## src/hw/rtl/psve_pkg.sv

```systemverilog
package psve_pkg;

   localparam int CordicSteps = 16;
   localparam int ZW = 34;   // residual angle width, units of 2^-32 turn
   localparam int XW = 34;   // CORDIC vector width (Q2.30 plus headroom)

   localparam logic signed [XW-1:0] CORDIC_K = 34'sd652032874;
   localparam logic signed [15:0] ONE_Q14 = 16'sd16384;
   localparam logic signed [15:0] INV_SQRT2_Q15 = 16'sd23170;
   localparam logic signed [15:0] INV_SQRT2_Q14 = 16'sd11585;
   localparam logic [15:0] ONE_Q15 = 16'd32768;

   typedef enum logic [1:0] {
      SHAPE_PLANE    = 2'd0,
      SHAPE_SPHERE   = 2'd1,
      SHAPE_CYLINDER = 2'd2,
      SHAPE_CONE     = 2'd3
   } shape_type;

   localparam logic [1:0] REG_SHAPE = 2'd0;

   // atan(2^-i) in units of 2^-32 turn
   function automatic logic signed [ZW-1:0] atan_turn(input logic [3:0] i);
      logic signed [ZW-1:0] r;
      unique case (i)
         4'd0:  r = 34'sh020000000;
         4'd1:  r = 34'sh012E4051E;
         4'd2:  r = 34'sh009FB385B;
         4'd3:  r = 34'sh0051111D4;
         4'd4:  r = 34'sh0028B0D43;
         4'd5:  r = 34'sh00145D7E1;
         4'd6:  r = 34'sh000A2F61E;
         4'd7:  r = 34'sh000517C55;
         4'd8:  r = 34'sh00028BE53;
         4'd9:  r = 34'sh000145F2F;
         4'd10: r = 34'sh0000A2F98;
         4'd11: r = 34'sh0000517CC;
         4'd12: r = 34'sh000028BE6;
         4'd13: r = 34'sh0000145F3;
         4'd14: r = 34'sh00000A2FA;
         default: r = 34'sh00000517D;
      endcase
      return r;
   endfunction

   // clamp a wide signed value to [-1, 1] in Q1.14
   function automatic logic signed [15:0] clamp_q14(input logic signed [47:0] a);
      logic signed [15:0] r;
      if (a > 48'sd16384) r = ONE_Q14;
      else if (a < -48'sd16384) r = -ONE_Q14;
      else r = a[15:0];
      return r;
   endfunction

endpackage

```

## src/hw/rtl/psve_cordic.sv

```systemverilog
// Pipelined rotation-mode CORDIC: 16-bit phase in, clamped Q1.14 cos/sin out.
// One phase per cycle; input register, micro-rotation stages, output register.
module psve_cordic (
   input  logic               clock,
   input  logic [15:0]        phase,
   output logic signed [15:0] cos_out,
   output logic signed [15:0] sin_out
);

   localparam int N = psve_pkg::CordicSteps;
   localparam int XW = psve_pkg::XW;
   localparam int ZW = psve_pkg::ZW;

   logic signed [XW-1:0] x_ff [N+1];
   logic signed [XW-1:0] y_ff [N+1];
   logic signed [ZW-1:0] z_ff [N+1];
   logic [1:0]           q_ff [N+1];
   logic signed [15:0]   cos_ff, sin_ff;

   // quadrant reduction
   logic [31:0] p_w, rd_w;
   logic [1:0]  q_w;
   always_comb begin
      p_w  = {phase, 16'd0};
      q_w  = 2'((p_w + 32'h2000_0000) >> 30);
      rd_w = p_w - {q_w, 30'd0};
   end

   always_ff @(posedge clock) begin
      x_ff[0] <= psve_pkg::CORDIC_K;
      y_ff[0] <= '0;
      z_ff[0] <= ZW'(signed'(rd_w));
      q_ff[0] <= q_w;
   end

   // one micro-rotation per stage
   for (genvar i = 0; i < N; i++) begin : g_stage
      always_ff @(posedge clock) begin
         if (!z_ff[i][ZW-1]) begin
            x_ff[i+1] <= x_ff[i] - (y_ff[i] >>> i);
            y_ff[i+1] <= y_ff[i] + (x_ff[i] >>> i);
            z_ff[i+1] <= z_ff[i] - psve_pkg::atan_turn(4'(i));
         end else begin
            x_ff[i+1] <= x_ff[i] + (y_ff[i] >>> i);
            y_ff[i+1] <= y_ff[i] - (x_ff[i] >>> i);
            z_ff[i+1] <= z_ff[i] + psve_pkg::atan_turn(4'(i));
         end
         q_ff[i+1] <= q_ff[i];
      end
   end

   // quadrant rotation, round and clamp
   logic signed [XW:0] c_w, s_w;
   always_comb begin
      unique case (q_ff[N])
         2'd0: begin c_w = (XW+1)'(x_ff[N]);  s_w = (XW+1)'(y_ff[N]);  end
         2'd1: begin c_w = -(XW+1)'(y_ff[N]); s_w = (XW+1)'(x_ff[N]);  end
         2'd2: begin c_w = -(XW+1)'(x_ff[N]); s_w = -(XW+1)'(y_ff[N]); end
         default: begin c_w = (XW+1)'(y_ff[N]); s_w = -(XW+1)'(x_ff[N]); end
      endcase
   end

   always_ff @(posedge clock) begin
      cos_ff <= psve_pkg::clamp_q14(48'((c_w + 35'sd32768) >>> 16));
      sin_ff <= psve_pkg::clamp_q14(48'((s_w + 35'sd32768) >>> 16));
   end

   assign cos_out = cos_ff;
   assign sin_out = sin_ff;

endmodule

```

## config.mk

```make
export PLATFORM = sky130hd
export DESIGN_NAME = psve_cordic
export DESIGN_NICKNAME = d
export VERILOG_FILES = /design/src/hw/rtl/psve_pkg.sv /design/src/hw/rtl/psve_cordic.sv
export SDC_FILE = /design/constraint.sdc
export NUM_CORES = 2
export LEC_CHECK = 0
export BUFFER_PORTS_ARGS = -buffer_cell sky130_fd_sc_hd__buf_2
export CORE_MARGIN = 2
export CORE_UTILIZATION = 65
export CTS_BUF_LIST = sky130_fd_sc_hd__clkbuf_16
export DETAILED_ROUTE_END_ITERATION = 16
export GPL_ROUTABILITY_DRIVEN = 0
export HOLD_SLACK_MARGIN = 0.03
export PLACE_DENSITY_LB_ADDON = 0.05
export SLEW_MARGIN = 20
export SYNTH_ARGS = -nofsm -noshare
export SYNTH_HDL_FRONTEND = slang
export SYNTH_SLANG_ARGS = --single-unit
```

## constraint.sdc

```tcl
create_clock -name clock -period 10.88 [get_ports clock]
set_input_delay 2.176 -clock clock [delete_from_list [all_inputs] [get_ports clock]]
set_output_delay 2.176 -clock clock [all_outputs]
set_load 0.1 [all_outputs]
```

# Yosys cells after proc, flatten, opt, wreduce, memory -nomap -nowiden
# Memory sizes are Yosys's and may differ from the RTL's.
# Index checks and enable logic that the tools add are counted.
classes:
  mux: 84
  reduce_logical: 3
  n_eq_ne: 2
  magnitude_cmp: 4
  n_addsub: 101
  bitwise: 48
ops:
  columns: ["cell", "n"]
  rows:
  - ["$mux 34", 48]
  - ["$pmux 35 s3", 2]
  - ["$add 35x17->36 const B", 2]
  - ["$neg 34->35", 2]
  - ["$add 34x19->34", 2]
  - ["$add 34x20->34", 2]
  - ["$add 34x21->34", 2]
  - ["$add 34x22->34", 2]
  - ["$add 34x23->34", 2]
  - ["$add 34x24->34", 2]
  - ["$add 34x25->34", 2]
  - ["$add 34x26->34", 2]
  - ["$add 34x27->34", 2]
  - ["$add 34x28->34", 2]
  - ["$add 34x29->34", 2]
  - ["$add 34x30->34", 2]
  - ["$add 34x31->34", 2]
  - ["$add 34x32->34", 2]
  - ["$add 34x33->34", 2]
  - ["$sub 34x19->34", 2]
  - ["$sub 34x20->34", 2]
  - ["$sub 34x21->34", 2]
  - ["$sub 34x22->34", 2]
  - ["$sub 34x23->34", 2]
  - ["other kinds (55)", 148]
totals:
  ramBits: 1768
  out_inout_bits: 32
  ff_bits: 32
  input_bits: 17
  memories: 4
  wordCells: 250
mem_list:
  columns: ["name", "depth", "word_bits", "rd", "rd_clocked_by_memory_dff", "wr", "line", "text"]
  rows:
  - ["x_ff", 17, 34, 17, 0, 17, "psve_cordic.sv:14", "logic signed [XW-1:0] x_ff [N+1];"]
  - ["y_ff", 17, 34, 17, 0, 17, "psve_cordic.sv:15", "logic signed [XW-1:0] y_ff [N+1];"]
  - ["z_ff", 17, 34, 16, 0, 17, "psve_cordic.sv:16", "logic signed [ZW-1:0] z_ff [N+1];"]
  - ["q_ff", 17, 2, 17, 0, 17, "psve_cordic.sv:17", "logic [1:0] q_ff [N+1];"]

# Longest topological paths before layout
# An unclocked memory read counts as a cell.
depth:
  word_depth: 6
  ltp_mapped: 23
  ltp_nobuf: 23

# Worst setup path before layout
# OpenSTA, ideal clock, no wires.
synth_path:
  path_type: "register to register"
  startpoint: "memory q_ff[16][1]"
  endpoint: "register sin_ff[10], in the netlist sin_out[10]"
  t_required_ps: 10763
  arrival_time_ps: 4907
  setup_time_ps: 117
  path_buffers: 7
  slack_ps: 5855
  synth_period_minus_slack_ps: 5025
  stages_incl_launch_ff: 21
  path_cell_list: "dfxtp_1 > clkbuf_1 > clkbuf_1 > clkbuf_1 > buf_1 > buf_1 > clkbuf_1 > o21ai_0 > xnor2_1 > nor2_1 > a21oi_1 > ha_1 > o21ai_0 > nor4_2 > nor4bb_1 > nor3_1 > a31o_1 > and2_1 > a211oi_1 > buf_2 > nor2_1"
synth_lines:
  columns: ["element", "line", "text"]
  rows:
  - ["start, declared", "psve_cordic.sv:17", null]
  - ["end signal, assigned", "psve_cordic.sv:65", "sin_ff <= psve_pkg::clamp_q14(48'((s_w + 35'sd32768) >>> 16));"]
  - ["end, declared", "psve_cordic.sv:18", "logic signed [15:0] cos_ff, sin_ff;"]

==> impl_metrics.env <==
export IMPL_synth_edf_count=0
export IMPL_drt_iter0_markers=7026
export IMPL_setup_violations=0
export IMPL_routed_wl_um=277000
export IMPL_drive_gt1_share_pct=4.28
export IMPL_fp_coreArea_um2=167000
export IMPL_ant_nets=0
export IMPL_grt_max_degree=81
export IMPL_period_minus_slack_ns=6.20
export IMPL_worstPathRequired_ns=11.56
export IMPL_skew_ns=0.0289
export IMPL_run_status="finished clean"
export IMPL_syn_inst=12913
export IMPL_synthSimpleGateAreaFrac_pct=15.7
export IMPL_ys_flop_type="dfxtp_1"
export IMPL_start_util_pct=65.5
export IMPL_synth_xor_area_share_pct=14.9
export IMPL_portBuffers=48
export IMPL_cts_resized=0
export IMPL_synthMuxAreaShare_pct=1.51
export IMPL_min_from="q_ff[10][0]$_DFF_P_"
export IMPL_drtPass1Iterations=6
export IMPL_rows=150
export IMPL_vias=93645
export IMPL_place_ws_ns=4.89
export IMPL_yosysTopAreaCell="dfxtp_1"
export IMPL_clkSlewWorstSetupHoldPaths_ns=0.06
export IMPL_hold_end="q_ff[11][0]$_DFF_P_"
export IMPL_ys_types=91
export IMPL_dpl_hpwl_um=219000
export IMPL_ys_warn_count=0
export IMPL_path_cells="buf_4, clkinv_1, buf_4, nand2_1, xor2_1, ha_1, a21o_1, a221o_1, a31o_2, o311ai_0, o21ai_0, a211o_1, o311ai_0, o21ai_0, o41ai_1, nor2_1, a2111oi_0, xnor2_1"
export IMPL_reg2regPathDepth=18
export IMPL_path_buf_inv=3
export IMPL_wl_per_cell_um=18.1
export IMPL_holdWs_ns=0.320
export IMPL_clkLatencyLatePin_ns=0.83
export IMPL_worst_path_largest_cell_delay_ns=0.58
export IMPL_grt_pass1_wl_um=449000
export IMPL_cts_setup_buffers=0
export IMPL_cp_data_arrival_time_ns=6.88
export IMPL_r2r_end="y_ff[5][33]$_DFF_P_"
export IMPL_max_freq_mhz=161
export IMPL_instances_no_fill=15321
export IMPL_grt_overflow_total=0
export IMPL_path_delay_family="compound AO/OA/AOI/OAI gates"
export IMPL_path_class="reg2reg"
export IMPL_dieArea_um2=172000
export IMPL_rsz0062_at_grt="no"
export IMPL_tightest_slew_ns=1.18
export IMPL_grtUsageTotal_pct=31.2
export IMPL_crit_slowest_cell="o311ai_0"
export IMPL_ys_top_cells_by_area="dfxtp_1 (28%), ha_1 (16%), xnor2_1 (9.7%)"
export IMPL_synth_nets=14352
export IMPL_setup_tns_final_ns=0
export IMPL_setup_slack_ns=4.68
export IMPL_synth_top_family_by_area="compound AO/OA/AOI/OAI gates"
export IMPL_antenna_found_initial=9
export IMPL_worstHoldPathCells=0
export IMPL_numCtsBuffers=166
export IMPL_cp_end_kind="register"
export IMPL_period_share_pct=57.0
export IMPL_cts_root_buf="clkbuf_16"
export IMPL_cts_htree_levels=4
export IMPL_critPathLaunchType="register"
export IMPL_synth_compound_area_share_pct=21.2
export IMPL_clockBufferDepth=3
export IMPL_die_y_um=415
export IMPL_slew_violations=0
export IMPL_r2r_slack_ns=4.68
export IMPL_grt_pass1_vias=89792
export IMPL_hold_viol=0
export IMPL_relSlewSlack_pct=21.0
export IMPL_synth_area_um2=110000
export IMPL_synth_seq_cells=1509
export IMPL_crit_path_start="z_ff[4][33]$_DFF_P_"
export IMPL_yosysSeqAreaShare_pct=27.6
export IMPL_vias_per_cell=6.11
export IMPL_cts_tree="done"
export IMPL_synthAdderAreaFrac_pct=16.5
export IMPL_area_growth_pct=7.43
export IMPL_hold_path_class="reg2reg"
export IMPL_synth_async_reset_ratio_pct=0
export IMPL_r2r_start="z_ff[4][33]$_DFF_P_"
export IMPL_critPathMaxFanout=67
export IMPL_die_w_um=415
export IMPL_multi_input_area_um2=76600
export IMPL_nets=14415
export IMPL_cap_violations=0
export IMPL_ioPinCount=49
export IMPL_syn_avg_cell_area_um2=8.48
export IMPL_seq_area_um2=30200
export IMPL_n_fill_cell=13440
export IMPL_cts_hold_buf=0
export IMPL_drc_errors=0
export IMPL_synth_top_cell_area_share_pct=27.6
export IMPL_clkSinkCount=1509
export IMPL_dp_cells=15012
==> state kept, by name (all words and copies together), names as in the netlist <==
register and flops:
q_ff 34, x_ff 484, sin_out 16, y_ff 511, cos_out 16, z_ff 448
==> per-stage QoR <==
step / utilization (%) / area, µm²
final: 70.4 / 118000
after global routing: 70.4 / 118000
after CTS: 70.4 / 118000
after detailed placement: 67.1 / 112000
after global placement: 67.1 / 112000
after floorplan: - / 110000
==> final cells by class <==
cell class                 instances  share of cell area [%]
multi-input combinational      10663                    65.0
sequential                      1509                    25.7
clock buffer                     169                    3.59
tap                             2204                    2.34
inverter                         546                    1.74
clock inverter                   138                    1.12
timing repair buffer              90                   0.472
antenna                            2                 0.00425
==> placed cells by master (no fill, tap or decap), drive strengths merged, types with 79 or more instances in the layout <==
cell / synthesis / layout
nor4: 101 / 101
xor2: 657 / 657
nand3: 232 / 232
inv: 542 / 587
ha: 1380 / 1380
nand2: 582 / 582
xnor2: 1213 / 1213
dfxtp: 1509 / 1509
buf: 54 / 90
and2: 86 / 86
nand2b: 183 / 183
nor2b: 184 / 184
or3: 108 / 108
o21a: 227 / 227
a31oi: 137 / 137
clkbuf: 141 / 169
o31ai: 83 / 83
o21bai: 156 / 156
o21ai: 568 / 568
a21oi: 1337 / 1337
a21o: 523 / 523
or2: 79 / 79
and3: 115 / 115
nor3: 430 / 430
a211oi: 133 / 133
nor2: 1228 / 1228
==> routing by layer <==
| layer | track usage (%) | wire (µm) | up-vias |
|---|---|---|---|
| met4 | 13.1 | 11800 | 10 |
| met2 | 53.9 | 130000 | 2783 |
| met1 | 38.7 | 119000 | 43593 |
| met5 | 0 | 64 | - |
| li1 | - | - | 46541 |
| met3 | 4.38 | 15900 | 718 |
==> cell families after synthesis <==
family,after synthesis
and+or+nand+nor,3548
adders and majority gates,1422
xor gates and xnor gates,1870
AOI/OAI and AO/OA,3668
DFF,1509
muxes,155
buffers and inverters,741
==> synth_stat cells (39+ instances only) <==
library cell and count:
dfxtp_1 1509, ha_1 1380, a21oi_1 1337, nor2_1 1222, xnor2_1 1213, xor2_1 657
nand2_1 582, o21ai_0 563, inv_1 541, a21o_1 523, nor3_1 430, nand3_1 232
o21a_1 227, nand2b_1 183, nor2b_1 181, o21bai_1 156, clkbuf_1 141, a31oi_1 137
a211oi_1 133, and3_1 115, or3_1 108, nor4_1 100, and2_1 85, o31ai_1 83
mux2_2 78, mux2i_1 77, or2_2 77, nand4_1 61, o211ai_1 53, buf_1 51
o31a_1 50, a21boi_0 44, fa_1 42, a211o_1 40, or4_1 39
==> worst max path at each step <==
stage,endpoint,slack (ns),depth (start not counted)
4_1_cts,y_ff[5][33]$_DFF_P_,4.82,18
3_5_place_dp,y_ff[5][33]$_DFF_P_,4.89,18
2_1_floorplan,sin_out[10]$_SDFF_PP0_,5.86,20
5_1_grt,y_ff[5][33]$_DFF_P_,4.21,18
3_3_place_gp,y_ff[5][33]$_DFF_P_,4.92,18
6_report,y_ff[5][33]$_DFF_P_,4.68,18
Power is left out: the tool's default activity adds up to more than one toggle a clock period on the data nets, which glitch-free logic cannot reach.
